<file path="config.mk">
export PLATFORM = sky130hd
export DESIGN_NAME = tgi_blend
export DESIGN_NICKNAME = d
export VERILOG_FILES = /design/src/rtl/core/tgi_pkg.sv /design/src/rtl/core/tgi_blend.sv
export SDC_FILE = /design/constraint.sdc
export NUM_CORES = 2
export LEC_CHECK = 0
export ABC_CLOCK_PERIOD_IN_PS = 7860
export BUFFER_PORTS_ARGS = -buffer_cell sky130_fd_sc_hd__buf_2
export CORE_MARGIN = 1.5
export CORE_UTILIZATION = 38
export DETAILED_ROUTE_END_ITERATION = 7
export HOLD_SLACK_MARGIN = 0.12
export SETUP_SLACK_MARGIN = 0.15
export SLEW_MARGIN = 20
export SYNTH_ARGS = -nofsm -noshare
export SYNTH_HDL_FRONTEND = slang
export SYNTH_SLANG_ARGS = --single-unit
</file>
<file path="constraint.sdc">
create_clock -name clk -period 7.86 [get_ports clk]
set_clock_uncertainty 0.05 [all_clocks]
set_input_delay 1.179 -clock clk [delete_from_list [all_inputs] [get_ports clk]]
set_output_delay 1.179 -clock clk [all_outputs]
set_load 0.05 [all_outputs]
</file>
<file path="src/rtl/core/tgi_pkg.sv">
// shared constants, types and register codes of the trilinear grid interpolator
package tgi_pkg;

  // grid axes are powers of two; their product must not exceed the store
  localparam int COL_LOG2 = 4;
  localparam int ROW_LOG2 = 4;
  localparam int LAY_LOG2 = 4;
  localparam int COLS     = 1 << COL_LOG2;
  localparam int ROWS     = 1 << ROW_LOG2;
  localparam int LAYERS   = 1 << LAY_LOG2;
  localparam int GRID_AW  = COL_LOG2 + ROW_LOG2 + LAY_LOG2;

  localparam int NUM_AXES = 3;
  localparam int AX_LON   = 0;
  localparam int AX_LAT   = 1;
  localparam int AX_DEPTH = 2;

  localparam int CELL_W = (COL_LOG2 > ROW_LOG2) ?
                          ((COL_LOG2 > LAY_LOG2) ? COL_LOG2 : LAY_LOG2) :
                          ((ROW_LOG2 > LAY_LOG2) ? ROW_LOG2 : LAY_LOG2);
  localparam int FRAC_W    = 16;
  localparam int ONE_FRAC  = 1 << FRAC_W;
  localparam int DIV_STEPS = CELL_W + FRAC_W;

  localparam int COORD_W = 32;
  localparam int OFF_W   = COORD_W + 1;
  localparam int SPC_W   = 31;
  localparam int VAL_W   = 32;
  localparam int LIM_W   = SPC_W + CELL_W;

  localparam int STORE_AW  = 12;
  localparam int NUM_BANKS = 8;
  localparam int BANK_SEL_W = 3;
  localparam int BANK_AW   = GRID_AW - BANK_SEL_W;
  localparam int BANK_DEPTH = 1 << BANK_AW;

  localparam logic [SPC_W-1:0] SPC_RESET = SPC_W'(1048576);

  localparam logic [CELL_W-1:0] AXIS_LAST [NUM_AXES] = '{
    CELL_W'(COLS - 1), CELL_W'(ROWS - 1), CELL_W'(LAYERS - 1)
  };

  localparam int CFG_IDX_W = 3;
  typedef enum logic [CFG_IDX_W-1:0] {
    CFG_LON_ORIGIN,
    CFG_LON_SPACING,
    CFG_LAT_ORIGIN,
    CFG_LAT_SPACING,
    CFG_DEPTH_ORIGIN,
    CFG_DEPTH_SPACING
  } cfg_idx_t;

  localparam logic KIND_LOAD = 1'b0;

  typedef struct packed {
    logic [VAL_W-1:0]  origin;
    logic [SPC_W-1:0]  spacing;
    logic [LIM_W-1:0]  lim;
  } axis_cfg_t;

  typedef struct packed {
    logic                load;
    logic                outside;
    logic [STORE_AW-1:0] addr;
    logic [VAL_W-1:0]    value;
  } div_side_t;

  typedef struct packed {
    logic                  outside;
    logic [FRAC_W-1:0]     frac_col;
    logic [FRAC_W-1:0]     frac_row;
    logic [FRAC_W-1:0]     frac_lay;
    logic [BANK_SEL_W-1:0] par;
  } blend_side_t;

endpackage

</file>
<file path="src/rtl/core/tgi_blend.sv">
// two-stage linear blend of two q24.8 values with a 16-bit weight
module tgi_blend import tgi_pkg::*; (
  input  logic              clk,
  input  logic              en,
  input  logic [VAL_W-1:0]  lo,
  input  logic [VAL_W-1:0]  hi,
  input  logic [FRAC_W-1:0] frac,
  output logic [VAL_W-1:0]  mix
);

  localparam int WT_W   = FRAC_W + 2;
  localparam int PROD_W = VAL_W + WT_W;
  localparam int SUM_W  = PROD_W + 1;

  logic signed [WT_W-1:0]   w_hi;
  logic signed [WT_W-1:0]   w_lo;
  logic signed [PROD_W-1:0] p_lo_r;
  logic signed [PROD_W-1:0] p_hi_r;
  logic signed [SUM_W-1:0]  sum;
  logic [VAL_W-1:0]         mix_r;

  assign w_hi = $signed(WT_W'(frac));
  assign w_lo = $signed(WT_W'(ONE_FRAC)) - w_hi;

  always_ff @(posedge clk) begin
    if (en) begin
      p_lo_r <= $signed(lo) * w_lo;
      p_hi_r <= $signed(hi) * w_hi;
    end
  end

  // round half up, then floor by dropping the fraction bits
  assign sum = SUM_W'(p_lo_r) + SUM_W'(p_hi_r) + $signed(SUM_W'(ONE_FRAC / 2));

  always_ff @(posedge clk) begin
    if (en) begin
      mix_r <= sum[FRAC_W +: VAL_W];
    end
  end

  assign mix = mix_r;

endmodule

</file>
==> out/metrics.csv <==
metric,value,unit
status,"finished, violations left",
violated checks,negative setup slack,
hold_ws,0.795,ns
xor and xnor area share after synthesis,2.69,%
vias in the first global route,34617,
r2r setup slk,3.97,ns
Synth top area share,46.7,%
initial antenna violation count,6,
grt total ovfl,0,
Antenna Nets Post-Route,0,
drt via density,4.93,
Fmax,0.127,GHz
simple-gate share of the synthesized area,15.1,%
H-tree levels,4,
M1 WL,46.0,mm
Compound-Gate Fraction of Synth Area,5.55,%
Final GP Congestion,0.863,
Post-synth EDFFs,128,
metal2 WL,58.5,mm
total CTS buffers,25,
first-pass GRT wire length,184,mm
startpoint class of the critical path,input port,
setup slack after layout,-0.0292,ns
Yosys Warn Count,0,
largest net degree at the start of global routing,74,
Chip Width,338,um
CTS Sinks,128,
Hold Crit Start,p_hi_r[47],
fillers,10825,
DR WL/cell,17.9,um
R2R depth,11,
drt initial violations,1462,
synth cell count leaders,"inv_1, fa_1, nand2_1",
Top Metal Used,met5,
clk_lat worst skew,0.48,ns
I/O pins,114,
Die Y-Extent,338,um
final hold viol count,0,
post-route DRC violation count,0,
arrival time worst endpoint,8.05,ns
Post-Synthesis Mean Instance Area,9.35,um^2
main combinational cell family by area after synthesis,adder cells,
Post-Syn Area,42600,um^2
sequential area share after synthesis,9.02,%
TritonCTS clock tree,built,
"count leader, synth",inv_1,
Initial Util,38.4,%
worst path required time,8.02,ns
Std-Cell Rows,122,
Post-Route WL,114,mm
Setup TNS,-0.0292,ns
proportion of synthesized area in mux cells,0.0969,%
RR Endpoint,mix[13],
Final setup viols,1,
Pins Over Slew Limit,0,
DP HPWL,92.8,mm
Hold Path End,mix[31],
met3 routed WL,5.27,mm
GRT Util Overall,20.9,%
number of distinct library cells after synthesis,76,
DRT Pass-1 Iters,7,
Vias,31324,
DIE AREA,114000,um^2
period utilization,100,%
CTS root buffer,clkbuf_16,
max cap viols,0,
clk buf depth,3,
core area,111000,um^2
"Top FF cell, synth",edfxtp_1,
"CTS clk-pin slew, worst paths",0.06,ns
worst-margin pin slew,0.920,ns
post-synthesis adder-cell area fraction,56.0,%
kind of critical path,in -> reg,
post-synthesis sequential element count,128,
Multi-input gate area,34700,um^2
minimum clock period,7.89,ns
"Async S/R FF share, synth",0,%
Final nets,6258,
post-synthesis cell count,4554,
Worst Hold Class,reg -> reg,
synthesized net count,5948,
RSZ-0062 raised after global routing,true,
worst r2r src,p_hi_r[3],
share of cells above drive strength 1,13.4,%
number of buffers added on ports,113,
relative slew slack,38.6,%
Crit. End Element,flip-flop,
Area Growth Syn to Fin,15.4,%
post-synth top area cell,fa_1,
crit path max fanout,5,
top post-synthesis cells by area,"fa_1, inv_1, ha_1",
FF+latch area,3840,um^2
worst hold path depth,3,
[cell usage in the layout, fill, tap and decap left out, types with 6 or more instances in the layout]
| cell type | count |
|---|---|
| nand2b_1 | 18 |
| buf_12 | 29 |
| fa_2 | 13 |
| fa_1 | 980 |
| and2_1 | 421 |
| buf_6 | 23 |
| edfxtp_1 | 128 |
| and2_4 | 6 |
| ha_1 | 305 |
| ha_4 | 12 |
| buf_4 | 305 |
| o211ai_1 | 11 |
| xor2_1 | 35 |
| xnor2_4 | 6 |
| clkbuf_16 | 25 |
| nor2_1 | 60 |
| nand4_1 | 17 |
| inv_2 | 16 |
| a21o_1 | 57 |
| buf_2 | 106 |
| inv_1 | 1103 |
| nand2_1 | 674 |
| nand2_2 | 8 |
| a211oi_2 | 6 |
| nand3_1 | 22 |
| nor2b_1 | 7 |
| and3_1 | 11 |
| o21ai_0 | 41 |
| a21oi_1 | 90 |
| o21a_1 | 13 |
| a211oi_1 | 13 |
| a21oi_2 | 9 |
| nor3_1 | 25 |
| o21bai_1 | 22 |
| xnor2_1 | 80 |
[metrics by stage]
step                cell area (um^2)  util (%)  worst slack, ns  std cells
floorplan                      43000         -           -0.107       4554
global placement               47300      42.6           -0.603       6278
detailed placement             47300      42.6           -0.701       6278
CTS                            48800      43.9          0.00933       6347
global route                   49100      44.3           -0.203       6358
finish                         49100      44.3          -0.0292       6359
[kinds of logic (layout without fill, tap and decap cells)]
family | count (synthesis) | count (layout)
buf+inv | 1308 | 1623
fa+ha+maj | 1312 | 1312
simple gates | 1329 | 1329
other cells | 0 | 2
mux | 4 | 4
flops | 128 | 128
compound gates | 342 | 342
xor+xnor | 131 | 131
[per-layer routing]
layer,global-route usage [%],vias to the layer above
li1,-,14119
met1,26.1,16263
met2,37.6,748
met3,2.52,192
met4,6.31,2
met5,0,-
[worst max-delay path by stage]
stage            start    endpoint  slack [ns]  depth (start not counted)
6_report       frac[0]  p_lo_r[47]       -0.03                         27
5_1_grt        frac[5]  p_lo_r[45]       -0.20                         26
4_1_cts        frac[4]  p_lo_r[45]       0.009                         27
3_5_place_dp   frac[3]  p_lo_r[45]       -0.70                         26
3_3_place_gp   frac[3]  p_lo_r[47]       -0.60                         26
2_1_floorplan  frac[3]  p_lo_r[47]       -0.11                         24
[flip-flops by register name (all words and copies together), names as in the netlist]
| signal | flops |
|---|---|
| mix | 32 |
| p_hi_r | 48 |
| p_lo_r | 48 |
[final cells by class]
type,instances,area share (%)
repair buffers,470,7.83
flip-flops and latches,128,7.82
multi-input cells,3118,70.5
clock buffers,28,1.30
diodes,2,0.0102
well taps,1488,3.79
inverters,1121,8.57
clock inverters,4,0.145
[worst max-delay path: stages]
cell,delay [ns]
buf_4,0.16
inv_4,0.06
ha_4,0.14
nor2b_4,0.19
buf_6,0.12
nand3_4,0.08
nor4_4,0.34
xnor2_4,0.22
buf_6,0.17
nand2_1,0.06
fa_1,0.48
fa_1,0.58
fa_1,0.46
fa_1,0.52
fa_1,0.44
fa_1,0.52
inv_2,0.05
ha_4,0.23
a21o_1,0.15
a21o_1,0.16
o21bai_1,0.17
o21a_2,0.26
a311o_1,0.37
a221o_1,0.40
a31oi_4,0.22
mux2i_1,0.20
nand4_1,0.09
[timing repair]
action                     CTS  global route
cloned                       6             0
setup endpoints to repair   15            25
pin swaps                   32            50
gates resized for setup     53            94
setup buffers               31            10
hold buffers                 0             0
Power is left out: the tool's default activity adds up to more than one toggle a clock period on the data nets, which glitch-free logic cannot reach.
