**config.mk**
```make
export PLATFORM = sky130hd
export DESIGN_NAME = tgi_cfg
export DESIGN_NICKNAME = d
export VERILOG_FILES = /design/src/rtl/core/tgi_pkg.sv /design/src/rtl/core/tgi_cfg.sv
export SDC_FILE = /design/constraint.sdc
export NUM_CORES = 1
export LEC_CHECK = 0
export BUFFER_PORTS_ARGS = -buffer_cell sky130_fd_sc_hd__buf_2
export CORE_MARGIN = 2
export CORE_UTILIZATION = 61
export CTS_CLUSTER_SIZE = 40
export DETAILED_ROUTE_END_ITERATION = 10
export PLACE_DENSITY = 0.93
export SYNTH_ARGS = -nofsm -noshare
export SYNTH_HDL_FRONTEND = slang
export SYNTH_SLANG_ARGS = --single-unit
```
**constraint.sdc**
```tcl
create_clock -name clk -period 6.9 [get_ports clk]
set_input_delay 0.69 -clock clk [delete_from_list [all_inputs] [get_ports clk]]
set_output_delay 0.69 -clock clk [all_outputs]
set_load 0.005 [all_outputs]
```
**src/rtl/core/tgi_pkg.sv**
```systemverilog
// shared constants, types and register codes of the trilinear grid interpolator
package tgi_pkg;

  // grid axes are powers of two; their product must not exceed the store
  localparam int COL_LOG2 = 4;
  localparam int ROW_LOG2 = 4;
  localparam int LAY_LOG2 = 4;
  localparam int COLS     = 1 << COL_LOG2;
  localparam int ROWS     = 1 << ROW_LOG2;
  localparam int LAYERS   = 1 << LAY_LOG2;
  localparam int GRID_AW  = COL_LOG2 + ROW_LOG2 + LAY_LOG2;

  localparam int NUM_AXES = 3;
  localparam int AX_LON   = 0;
  localparam int AX_LAT   = 1;
  localparam int AX_DEPTH = 2;

  localparam int CELL_W = (COL_LOG2 > ROW_LOG2) ?
                          ((COL_LOG2 > LAY_LOG2) ? COL_LOG2 : LAY_LOG2) :
                          ((ROW_LOG2 > LAY_LOG2) ? ROW_LOG2 : LAY_LOG2);
  localparam int FRAC_W    = 16;
  localparam int ONE_FRAC  = 1 << FRAC_W;
  localparam int DIV_STEPS = CELL_W + FRAC_W;

  localparam int COORD_W = 32;
  localparam int OFF_W   = COORD_W + 1;
  localparam int SPC_W   = 31;
  localparam int VAL_W   = 32;
  localparam int LIM_W   = SPC_W + CELL_W;

  localparam int STORE_AW  = 12;
  localparam int NUM_BANKS = 8;
  localparam int BANK_SEL_W = 3;
  localparam int BANK_AW   = GRID_AW - BANK_SEL_W;
  localparam int BANK_DEPTH = 1 << BANK_AW;

  localparam logic [SPC_W-1:0] SPC_RESET = SPC_W'(1048576);

  localparam logic [CELL_W-1:0] AXIS_LAST [NUM_AXES] = '{
    CELL_W'(COLS - 1), CELL_W'(ROWS - 1), CELL_W'(LAYERS - 1)
  };

  localparam int CFG_IDX_W = 3;
  typedef enum logic [CFG_IDX_W-1:0] {
    CFG_LON_ORIGIN,
    CFG_LON_SPACING,
    CFG_LAT_ORIGIN,
    CFG_LAT_SPACING,
    CFG_DEPTH_ORIGIN,
    CFG_DEPTH_SPACING
  } cfg_idx_t;

  localparam logic KIND_LOAD = 1'b0;

  typedef struct packed {
    logic [VAL_W-1:0]  origin;
    logic [SPC_W-1:0]  spacing;
    logic [LIM_W-1:0]  lim;
  } axis_cfg_t;

  typedef struct packed {
    logic                load;
    logic                outside;
    logic [STORE_AW-1:0] addr;
    logic [VAL_W-1:0]    value;
  } div_side_t;

  typedef struct packed {
    logic                  outside;
    logic [FRAC_W-1:0]     frac_col;
    logic [FRAC_W-1:0]     frac_row;
    logic [FRAC_W-1:0]     frac_lay;
    logic [BANK_SEL_W-1:0] par;
  } blend_side_t;

endpackage

```
**src/rtl/core/tgi_cfg.sv**
```systemverilog
// configuration registers and per-axis range limits
module tgi_cfg import tgi_pkg::*; (
  input  logic                     clk,
  input  logic                     rst_n,
  input  logic                     cfg_we,
  input  logic [CFG_IDX_W-1:0]     cfg_index,
  input  logic [VAL_W-1:0]         cfg_data,
  output axis_cfg_t [NUM_AXES-1:0] axis_cfg
);

  logic [VAL_W-1:0] origin_r  [NUM_AXES];
  logic [SPC_W-1:0] spacing_r [NUM_AXES];
  logic [LIM_W-1:0] lim_r     [NUM_AXES];

  always_ff @(posedge clk) begin
    if (!rst_n) begin
      for (int ax = 0; ax < NUM_AXES; ax++) begin
        origin_r[ax]  <= '0;
        spacing_r[ax] <= SPC_RESET;
      end
    end else if (cfg_we) begin
      unique case (cfg_idx_t'(cfg_index))
        CFG_LON_ORIGIN:    origin_r[AX_LON]    <= cfg_data;
        CFG_LON_SPACING:   spacing_r[AX_LON]   <= cfg_data[SPC_W-1:0];
        CFG_LAT_ORIGIN:    origin_r[AX_LAT]    <= cfg_data;
        CFG_LAT_SPACING:   spacing_r[AX_LAT]   <= cfg_data[SPC_W-1:0];
        CFG_DEPTH_ORIGIN:  origin_r[AX_DEPTH]  <= cfg_data;
        CFG_DEPTH_SPACING: spacing_r[AX_DEPTH] <= cfg_data[SPC_W-1:0];
        default: ;
      endcase
    end
  end

  // offset at or past this lands on or beyond the last grid point
  always_ff @(posedge clk) begin
    for (int ax = 0; ax < NUM_AXES; ax++) begin
      lim_r[ax] <= LIM_W'(spacing_r[ax]) * LIM_W'(AXIS_LAST[ax]);
    end
  end

  always_comb begin
    for (int ax = 0; ax < NUM_AXES; ax++) begin
      axis_cfg[ax].origin  = origin_r[ax];
      axis_cfg[ax].spacing = spacing_r[ax];
      axis_cfg[ax].lim     = lim_r[ax];
    end
  end

endmodule

```
==> flow_summary.json <==
{
  "drt-wirelength-per-cell_um": 19.7,
  "startpoint": "spacing_r[0][3]",
  "p_leak_uw": 0.00994,
  "drive_above_1_share": 0.210,
  "status": "finished clean",
  "track_usage": 0.298,
  "route.detailed.drc": 0,
  "arrival_ps": 4470,
  "portBuffers": 331,
  "grt_first_pass_wirelength_mm": 70.9,
  "slew_violations": 0,
  "antenna_left": 0,
  "relSlewSlack": 0.147,
  "dieArea_mm2": 0.0309,
  "antenna_found_initial": 3,
  "dp_hpwl_mm": 36.5,
  "grt_pass1_vias": 13500,
  "pre_cts_ws_ps": 2910,
  "htreeDepth": 1,
  "ir_drop_uv": 332,
  "path_buf_inv": 2,
  "totalWireLength_mm": 45.3,
  "critPathKind": "flop to flop",
  "synth_ff_type": "edfxtp_1",
  "cts_tree": "built",
  "syn-cell-area_mm2": 0.0180,
  "end_kind": "flop",
  "crit_family": "compound AO/OA/AOI/OAI gates",
  "synthCells": 1551,
  "root_buffer": "clkbuf_16",
  "pin_count": 332,
  "worst_setup_path_start_kind": "flop",
  "grt_overflow": 0,
  "avgSynthCellArea_um2": 11.6,
  "ctsResizeCount": 0,
  "hold_class": "input pin to flop",
  "crit_path_top_delay_cell": "fa_1",
  "finalCoreUtilization": 0.735,
  "worstReg2RegEnd": "lim_r[0][32]",
  "start_util": 0.623,
  "chipWidth_um": 176,
  "row_count": 62,
  "skew_ps": 15.6,
  "async_flop_share": 0,
  "max_freq_mhz": 249,
  "rsz0062_at_grt": "false",
  "drt_first_pass_iters": 5,
  "fp.dieH_um": 176,
  "period_minus_slack_ps": 4020,
  "cts_hold_buf": 0,
  "ys_ff_latch": 294,
  "clk_path_buf_depth": 3,
  "ys.warnings.count": 0,
  "path_max_fanout": 4,
  "setup_violations": 0,
  "tns_ps": 0,
  "grt_max_degree": 33,
  "crit_path_end": "lim_r[0][32]",
  "worst_slew_pin_slew_ps": 1280,
  "synth_nets": 1881,
  "r2r-start": "spacing_r[0][3]",
  "cts.sink_count": 294,
  "placeableCoreArea_mm2": 0.0289,
  "ys_seq_area_frac": 0.432,
  "hold_slack_ps": 460,
  "fin_crit_sh": 0.583,
  "gp_congestion": 0.941,
  "r2r_cells": 13,
  "cp_cell_sequence": "inv_1 -> fa_1 -> fa_1 -> inv_1 -> ha_1 -> nor2b_1 -> o31a_2 -> nand2b_1 -> a41oi_1 -> o21ai_0 -> o221ai_1 -> o221ai_1 -> xor2_1",
  "numCtsBuffers": 31,
  "p_per_area_mw_per_mm2": 382,
  "yosysUniqueCellTypes": 65,
  "worst-endpoint-required_ps": 7350,
  "clkTransAtPathRegs_ps": 60,
  "insertion_delay_ps": 570,
  "max_stage_delay_ps": 490,
  "setup_slack_ps": 2880,
  "hold_viol_final": 0,
  "drv_cap": 0,
  "viasPerCell": 5.55,
  "final_nets": 2221,
  "regToRegSetupSlack_ps": 2880,
  "first_iter_violations": 651,
  "synth-edff-count": 189,
  "post_cts_buffers": 0,
  "synthToLayoutAreaGrowth_pct": 17.9,
  "path_depth": 13,
  "vias": 12800
}
## cells in the mapped netlist (14+ instances only)
cell / n / share of area
nand2_1: 69 / 0.014
ha_1: 115 / 0.080
xnor2_1: 49 / 0.024
nor3_1: 16 / 0.0045
nand3_1: 15 / 0.0042
o21a_1: 14 / 0.0058
fa_1: 177 / 0.20
a21o_1: 40 / 0.017
nor2_1: 44 / 0.0092
edfxtp_1: 189 / 0.32
inv_1: 289 / 0.060
xor2_1: 37 / 0.018
clkbuf_1: 26 / 0.0054
and2_1: 66 / 0.023
nand4_1: 17 / 0.0059
a21oi_1: 101 / 0.028
dfxtp_1: 105 / 0.12
o21ai_0: 50 / 0.014
## state kept, by name, summed over array words and instances, names as in the netlist
register   count
lim_r        105
origin_r      96
spacing_r     93
## through the flow
stage	instances	power (uW)	instance area, um^2
CTS	2300	8140	21200
floorplan	1551	5170	18000
finish	2301	8110	21200
detailed placement	2242	6360	20100
global route	2301	8690	21200
global placement	2242	6250	20100
## worst min path at each step
stage                       to  cells past startpoint  slack, ps        startpoint
5_1_grt        origin_r[0][95]                      2        460      cfg_data[31]
6_report       origin_r[0][95]                      2        460      cfg_data[31]
4_1_cts        origin_r[0][95]                      2        430      cfg_data[31]
2_1_floorplan      lim_r[0][0]                      0        460   spacing_r[0][0]
3_3_place_gp      lim_r[0][35]                      0        450  spacing_r[0][31]
3_5_place_dp      lim_r[0][35]                      0        460  spacing_r[0][31]
## where the power goes
group / switching, uW / total, uW / internal (uW) / leakage (uW)
Sequential: 151 / 2460 / 2310 / 0.00272
Combinational: 2240 / 3890 / 1650 / 0.00669
Clock: 708 / 1760 / 1050 / 0.000536
## metal layers
metal	part of all wire	vias up	global-route usage	wire, um
met5	0.00029	-	0	13
met4	0.041	2	0.117	1840
met3	0.084	113	0.0699	3830
met2	0.49	548	0.516	22200
met1	0.38	6246	0.362	17400
li1	-	5868	-	-
## logic make-up after synthesis
kind of cell | after synthesis | share of synthesized area
adders and majority gates | 292 | 0.277
and+or+nand+nor | 274 | 0.0792
AOI/OAI and AO/OA | 289 | 0.103
buffers and inverters | 315 | 0.0657
xor gates and xnor gates | 86 | 0.0419
muxes | 1 | 0.000557
DFF | 294 | 0.432
## layout make-up
type / count / area [um^2]
Tap cell: 384 / 480
Clock inverter: 17 / 209
Inverter: 289 / 1080
Multi-Input combinational cell: 942 / 9100
Timing Repair Buffer: 333 / 1670
Fill cell: 1974 / 7640
Clock buffer: 41 / 885
Antenna cell: 1 / 2.50
Sequential cell: 294 / 7780
## layout by cell type (no fill, tap or decap), types with 4 or more instances in the layout
cell type / Yosys / final
nand2_1: 69 / 69
clkbuf_1: 26 / 4
inv_1: 289 / 289
ha_1: 115 / 115
or3_1: 4 / 4
clkbuf_8: 0 / 5
nor2b_1: 10 / 10
nor3_1: 16 / 16
o21ai_4: 0 / 4
dfxtp_1: 105 / 105
clkbuf_16: 0 / 32
nor4_1: 4 / 4
bufinv_16: 0 / 4
o221ai_1: 4 / 4
o21a_1: 14 / 14
and3_1: 8 / 8
a211oi_1: 12 / 12
o21ai_0: 50 / 46
fa_1: 177 / 177
a21o_1: 40 / 40
a211o_1: 6 / 6
a31oi_1: 9 / 9
a21oi_1: 101 / 101
edfxtp_1: 189 / 189
nand4_1: 17 / 17
xnor2_1: 49 / 49
buf_2: 0 / 331
nor2_1: 44 / 42
and2_1: 66 / 66
nand3_1: 15 / 15
o211ai_1: 8 / 8
o21bai_1: 10 / 10
xor2_1: 37 / 37
nand2b_1: 9 / 9
Note: power is estimated with default switching activity, not from simulation.
