File: src/rtl/core/tgi_pkg.sv
// shared constants, types and register codes of the trilinear grid interpolator
package tgi_pkg;

  // grid axes are powers of two; their product must not exceed the store
  localparam int COL_LOG2 = 4;
  localparam int ROW_LOG2 = 4;
  localparam int LAY_LOG2 = 4;
  localparam int COLS     = 1 << COL_LOG2;
  localparam int ROWS     = 1 << ROW_LOG2;
  localparam int LAYERS   = 1 << LAY_LOG2;
  localparam int GRID_AW  = COL_LOG2 + ROW_LOG2 + LAY_LOG2;

  localparam int NUM_AXES = 3;
  localparam int AX_LON   = 0;
  localparam int AX_LAT   = 1;
  localparam int AX_DEPTH = 2;

  localparam int CELL_W = (COL_LOG2 > ROW_LOG2) ?
                          ((COL_LOG2 > LAY_LOG2) ? COL_LOG2 : LAY_LOG2) :
                          ((ROW_LOG2 > LAY_LOG2) ? ROW_LOG2 : LAY_LOG2);
  localparam int FRAC_W    = 16;
  localparam int ONE_FRAC  = 1 << FRAC_W;
  localparam int DIV_STEPS = CELL_W + FRAC_W;

  localparam int COORD_W = 32;
  localparam int OFF_W   = COORD_W + 1;
  localparam int SPC_W   = 31;
  localparam int VAL_W   = 32;
  localparam int LIM_W   = SPC_W + CELL_W;

  localparam int STORE_AW  = 12;
  localparam int NUM_BANKS = 8;
  localparam int BANK_SEL_W = 3;
  localparam int BANK_AW   = GRID_AW - BANK_SEL_W;
  localparam int BANK_DEPTH = 1 << BANK_AW;

  localparam logic [SPC_W-1:0] SPC_RESET = SPC_W'(1048576);

  localparam logic [CELL_W-1:0] AXIS_LAST [NUM_AXES] = '{
    CELL_W'(COLS - 1), CELL_W'(ROWS - 1), CELL_W'(LAYERS - 1)
  };

  localparam int CFG_IDX_W = 3;
  typedef enum logic [CFG_IDX_W-1:0] {
    CFG_LON_ORIGIN,
    CFG_LON_SPACING,
    CFG_LAT_ORIGIN,
    CFG_LAT_SPACING,
    CFG_DEPTH_ORIGIN,
    CFG_DEPTH_SPACING
  } cfg_idx_t;

  localparam logic KIND_LOAD = 1'b0;

  typedef struct packed {
    logic [VAL_W-1:0]  origin;
    logic [SPC_W-1:0]  spacing;
    logic [LIM_W-1:0]  lim;
  } axis_cfg_t;

  typedef struct packed {
    logic                load;
    logic                outside;
    logic [STORE_AW-1:0] addr;
    logic [VAL_W-1:0]    value;
  } div_side_t;

  typedef struct packed {
    logic                  outside;
    logic [FRAC_W-1:0]     frac_col;
    logic [FRAC_W-1:0]     frac_row;
    logic [FRAC_W-1:0]     frac_lay;
    logic [BANK_SEL_W-1:0] par;
  } blend_side_t;

endpackage

File: src/rtl/core/tgi_div.sv
// pipelined restoring divider: cell index then fraction bits, one bit per stage
module tgi_div import tgi_pkg::*; (
  input  logic              clk,
  input  logic              en,
  input  logic [OFF_W-1:0]  off,
  input  logic [SPC_W-1:0]  spacing,
  output logic [CELL_W-1:0] cell_idx,
  output logic [FRAC_W-1:0] frac
);

  localparam int XW = OFF_W + CELL_W + 1;

  logic [OFF_W-1:0]     rem_r [1:DIV_STEPS];
  logic [DIV_STEPS-1:0] quo_r [1:DIV_STEPS];

  for (genvar k = 0; k < DIV_STEPS; k++) begin : g_step
    logic [OFF_W-1:0]     rem_src;
    logic [DIV_STEPS-1:0] quo_src;
    logic [XW-1:0]        r_in;
    logic [XW-1:0]        d_in;
    logic [XW-1:0]        diff;
    logic                 take;

    if (k == 0) begin : g_first
      assign rem_src = off;
      assign quo_src = '0;
    end else begin : g_next
      assign rem_src = rem_r[k];
      assign quo_src = quo_r[k];
    end

    // integer bits compare against shifted divisor, fraction bits shift remainder
    if (k < CELL_W) begin : g_int
      assign r_in = XW'(rem_src);
      assign d_in = XW'(spacing) << (CELL_W - 1 - k);
    end else begin : g_frac
      assign r_in = XW'(rem_src) << 1;
      assign d_in = XW'(spacing);
    end

    assign take = (r_in >= d_in);
    assign diff = r_in - d_in;

    always_ff @(posedge clk) begin
      if (en) begin
        rem_r[k+1] <= take ? diff[OFF_W-1:0] : r_in[OFF_W-1:0];
        quo_r[k+1] <= {quo_src[DIV_STEPS-2:0], take};
      end
    end
  end

  assign cell_idx = quo_r[DIV_STEPS][DIV_STEPS-1 -: CELL_W];
  assign frac     = quo_r[DIV_STEPS][FRAC_W-1:0];

endmodule

File: config.mk
export PLATFORM = sky130hd
export DESIGN_NAME = tgi_div
export DESIGN_NICKNAME = d
export VERILOG_FILES = /design/src/rtl/core/tgi_pkg.sv /design/src/rtl/core/tgi_div.sv
export SDC_FILE = /design/constraint.sdc
export NUM_CORES = 2
export LEC_CHECK = 0
export BUFFER_PORTS_ARGS = -buffer_cell sky130_fd_sc_hd__buf_4
export CORE_UTILIZATION = 40
export CTS_CLUSTER_SIZE = 14
export DETAILED_ROUTE_END_ITERATION = 12
export GPL_ROUTABILITY_DRIVEN = 0
export PLACE_DENSITY = 0.57
export RECOVER_POWER = 50
export SLEW_MARGIN = 20
export SYNTH_ARGS = -nofsm -noshare
export SYNTH_HDL_FRONTEND = slang
export SYNTH_SLANG_ARGS = --single-unit
export TNS_END_PERCENT = 5
File: constraint.sdc
create_clock -name clk -period 4.4 [get_ports clk]
set_input_delay 0.22 -clock clk [delete_from_list [all_inputs] [get_ports clk]]
set_output_delay 0.22 -clock clk [all_outputs]
set_load 0.005 [all_outputs]
==> metrics.md <==
| Metric | Value |
|---|---|
| Cells after DPL | 8442 |
| CTS root buf | clkbuf_16 |
| Status | finished, violations left |
| Netlist Area Pre-Place | 61890 um^2 |
| Total GRT Usage | 0.2094 |
| VDD IR max | roughly 0.4 mV |
| Setup bufs post-CTS | 0 |
| Total Power | 51700 uW |
| DRC errors left | 0 |
| FP Rows | 143 |
| Crit Path Class | register to register |
| CTS tree | yes |
| R2R depth | 12 |
| Mapped Nets | 7040 |
| Ys async rst share | 0 |
| Initial DRC count | 3949 |
| Vias in the first global route | around 46000 |
| Synth-to-Final Area Change | 12.91% |
| Sequential fraction of the synthesis area | 0.4061 |
| DR vias | just under 50000 |
| Core area | 152800 um^2 |
| Critical Path AT | between 4 and 5 ns |
| Final WS setup | about 0.33 ns |
| First-pass GRT wire length | 260100 um |
| Drt first pass iters | 8 |
| Violated checks | capacitance limit, slew limit |
| Clock Sinks | 837 |
| Max Clk Rate | 245.5 MHz |
| Grt ovf | 0 |
| FF-to-FF End | rem_r[9][58] |
| Fraction of layout cells with a size suffix above 1 | 0.08985 |
| Vias per cell | approximately 5.7 |
| # setup viols final | 0 |
| Hold path cells | 4 |
| Antenna-violating nets left | 0 |
| Cells after synthesis | around 6300 |
| Longest Clk Path Bufs | 3 |
| Wire length per cell | 19.38 um |
| Antenna violations before repair | 1 |
| Worst Max-Slew Pin Slew | ~2.6 ns |
| Worst EP required | 4.85 ns |
| Hold Path Class | input pin to register |
| Top_reg_cell synth | edfxtp_1 |
| Crit path max fanout | 14 |
| Place WS | 0.1099 ns |
| Clock transition at path regs | about 0.06 ns |
| Fin. max-slew vios | 545 |
| Nets@finish | 7252 |
| Power per cell area | 739.8 nW/um^2 |
| Yosys cell types | 85 |
| Num ports | 86 |
| WL final | 167900 um |
| Final setup skew | 0.03955 ns |
| Area occupied by registers | roughly 25000 um^2 |
| Final period util | 0.9257 |
| Setup TNS | 0 ns |
| Starting density of the core | 0.4050 |
| PortBufs | 85 |
| Hold Fails Final Rpt | 0 |
| Die Wd | 395.3 um |
| Worst slew margin | -0.7527 |
| Worst reg-to-reg setup slack | 0.33 ns |
| RSZ-0062 raised after global routing | no |
| Hpwl dp | 124000 um |
| Tmin final | 4.073 ns |
| CTS H-tree lvls | 3 |
| Seq cells post-synth | 837 |
| Critical R2R Launch | rem_r[9][1] |
| Area taken by multi-input logic gates | 35310 um^2 |
| Max_cap viols | 9 |
| Largest net degree at the start of global routing | 103 |
| Die H | 395.3 um |
| Synthesized area per cell | roughly 9.8 um^2 |
| DIE AREA | 156300 um^2 |
| Yosys warns | 0 |
| Clk_lat worst skew | just over 0.7 ns |
| Pleak | 0.02837 uW |
| Worst setup SP type | register |
| Crit end category | register |
| Hold_sp | spacing[30] |
| Num CTS Buffers | 102 |
| Non-Filler Instances | 8664 |
| Worst Hold End | rem_r[0][54] |
| Fillers | 14470 |
| Post-synth EDFFs | ~840 |
==> synthesized netlist by cell type (10+ instances only) <==
cell / n / area (um^2)
a311oi_1: 12 / 105.1
nor2b_1: 92 / 575.6
a21oi_1: 646 / 3233
o21ai_0: 553 / 2768
or4_1: 11 / 82.58
mux2_2: 114 / 1284
nand4_1: 88 / 550.5
nor3_1: 70 / 350.3
a21o_1: 374 / 2808
nor2_1: 448 / 1682
o31ai_1: 40 / 300.3
a2111oi_0: 14 / 122.6
edfxtp_1: 837 / 25130
o21a_1: 88 / 660.6
o211ai_1: 33 / 247.7
a21boi_0: 18 / 135.1
nor4_1: 22 / 137.6
a41o_1: 10 / 100.1
nand2_1: 570 / 2140
a211oi_1: 40 / 300.3
and3_1: 64 / 400.4
and2_1: 30 / 187.7
fa_1: 19 / 380.4
nand3_1: 111 / 555.5
inv_1: 188 / 705.7
xnor2_1: 266 / 2330
a41oi_1: 12 / 105.1
a221oi_1: 14 / 122.6
ha_1: 618 / 7732
a31o_2: 18 / 157.7
or2_2: 23 / 143.9
mux2i_1: 12 / 120.1
o21bai_1: 54 / 405.4
clkbuf_1: 154 / 578.1
o21ai_1: 17 / 85.08
o31a_1: 22 / 192.7
a31oi_1: 68 / 425.4
xor2_1: 241 / 2111
nand2b_1: 92 / 575.6
a211o_1: 21 / 183.9
or3_1: 28 / 175.2
buf_2: 39 / 195.2
==> per-stage QoR <==
stage	utilization	hold slack, ns	instance area (um^2)
4_1_cts	0.4584	0.009056	70050
3_5_place_dp	0.4342	0.4045	66340
3_3_place_gp	0.4342	0.4001	66340
5_1_grt	0.4573	0.05030	69880
2_1_floorplan	-	0.3189	61890
6_report	0.4573	0.07417	69880
==> registers in the layout, indices dropped and copies added, names as in the netlist <==
| signal | count |
|---|---|
| quo_r | 210 |
| rem_r | 627 |
==> cells by family after synthesis <==
family,Yosys count,share of synthesized area
buf+inv,393,0.02499
mux,126,0.02268
xor+xnor,507,0.07175
fa+ha+maj,637,0.1311
simple gates,1689,0.1276
flops,837,0.4061
compound gates,2148,0.2158
==> layer usage <==
layer | routed length, um | track usage
met4 | 4472 | 0.05585
met2 | 77110 | 0.3425
met3 | 8571 | 0.02682
met5 | 0 | 0
met1 | 77780 | 0.2904
==> how the worst max path moves through the flow <==
stage           startpoint            to  cells past startpoint
2_1_floorplan   spacing[2]  rem_r[9][45]                     14
3_3_place_gp    spacing[6]  rem_r[5][32]                     17
3_5_place_dp    spacing[6]  rem_r[7][32]                     15
4_1_cts        rem_r[9][1]  rem_r[9][45]                     11
5_1_grt        rem_r[9][1]  rem_r[9][58]                     12
6_report       rem_r[9][1]  rem_r[9][58]                     12
==> layout by cell type (no fill, tap or decap), types with 54 or more instances in the layout <==
cell         n
xor2_1     241
nand3_1    110
edfxtp_1   837
nand4_1     88
clkbuf_16  103
a31oi_1     66
ha_1       618
nor3_1      70
a21o_1     374
nand2b_1    92
a21oi_1    646
nor2b_1     92
inv_1      183
o21bai_1    54
and3_1      63
nand2_1    570
nor2_1     448
o21ai_0    553
o21a_1      86
mux2_2     114
xnor2_1    266
buf_4      225
==> layout make-up <==
type,instances,area share
flip-flops and latches,837,0.3597
multi-input cells,5107,0.5053
clock inverters,67,0.01047
well taps,2030,0.03635
repair buffers,313,0.04021
diodes,1,0.00003581
clock buffers,121,0.03785
inverters,188,0.01010
==> critical path, cell delays in order, from the launching register on <==
cell      delay [ns]
edfxtp_1        0.42
ha_1            0.36
nor2b_1         0.17
o31a_1          0.27
o41a_1          0.45
a41o_1          0.33
a21oi_2         0.21
o21ai_1         0.11
a211o_1         0.33
a311oi_1        0.38
and2_2          0.42
buf_4           0.25
o21ai_0         0.12
==> timing repair <==
item	CTS	global route
hold buffers	33	0
hold endpoints to repair	33	0
resized for setup	0	0
==> power breakdown <==
| group | switching (uW) | internal [uW] |
|---|---|---|
| Combinational | 15300 | 12200 |
| Sequential | 1980 | 13600 |
| Clock | 3570 | 5050 |
| Total | 20900 | 30800 |
Power figures use the tool's default switching activity.
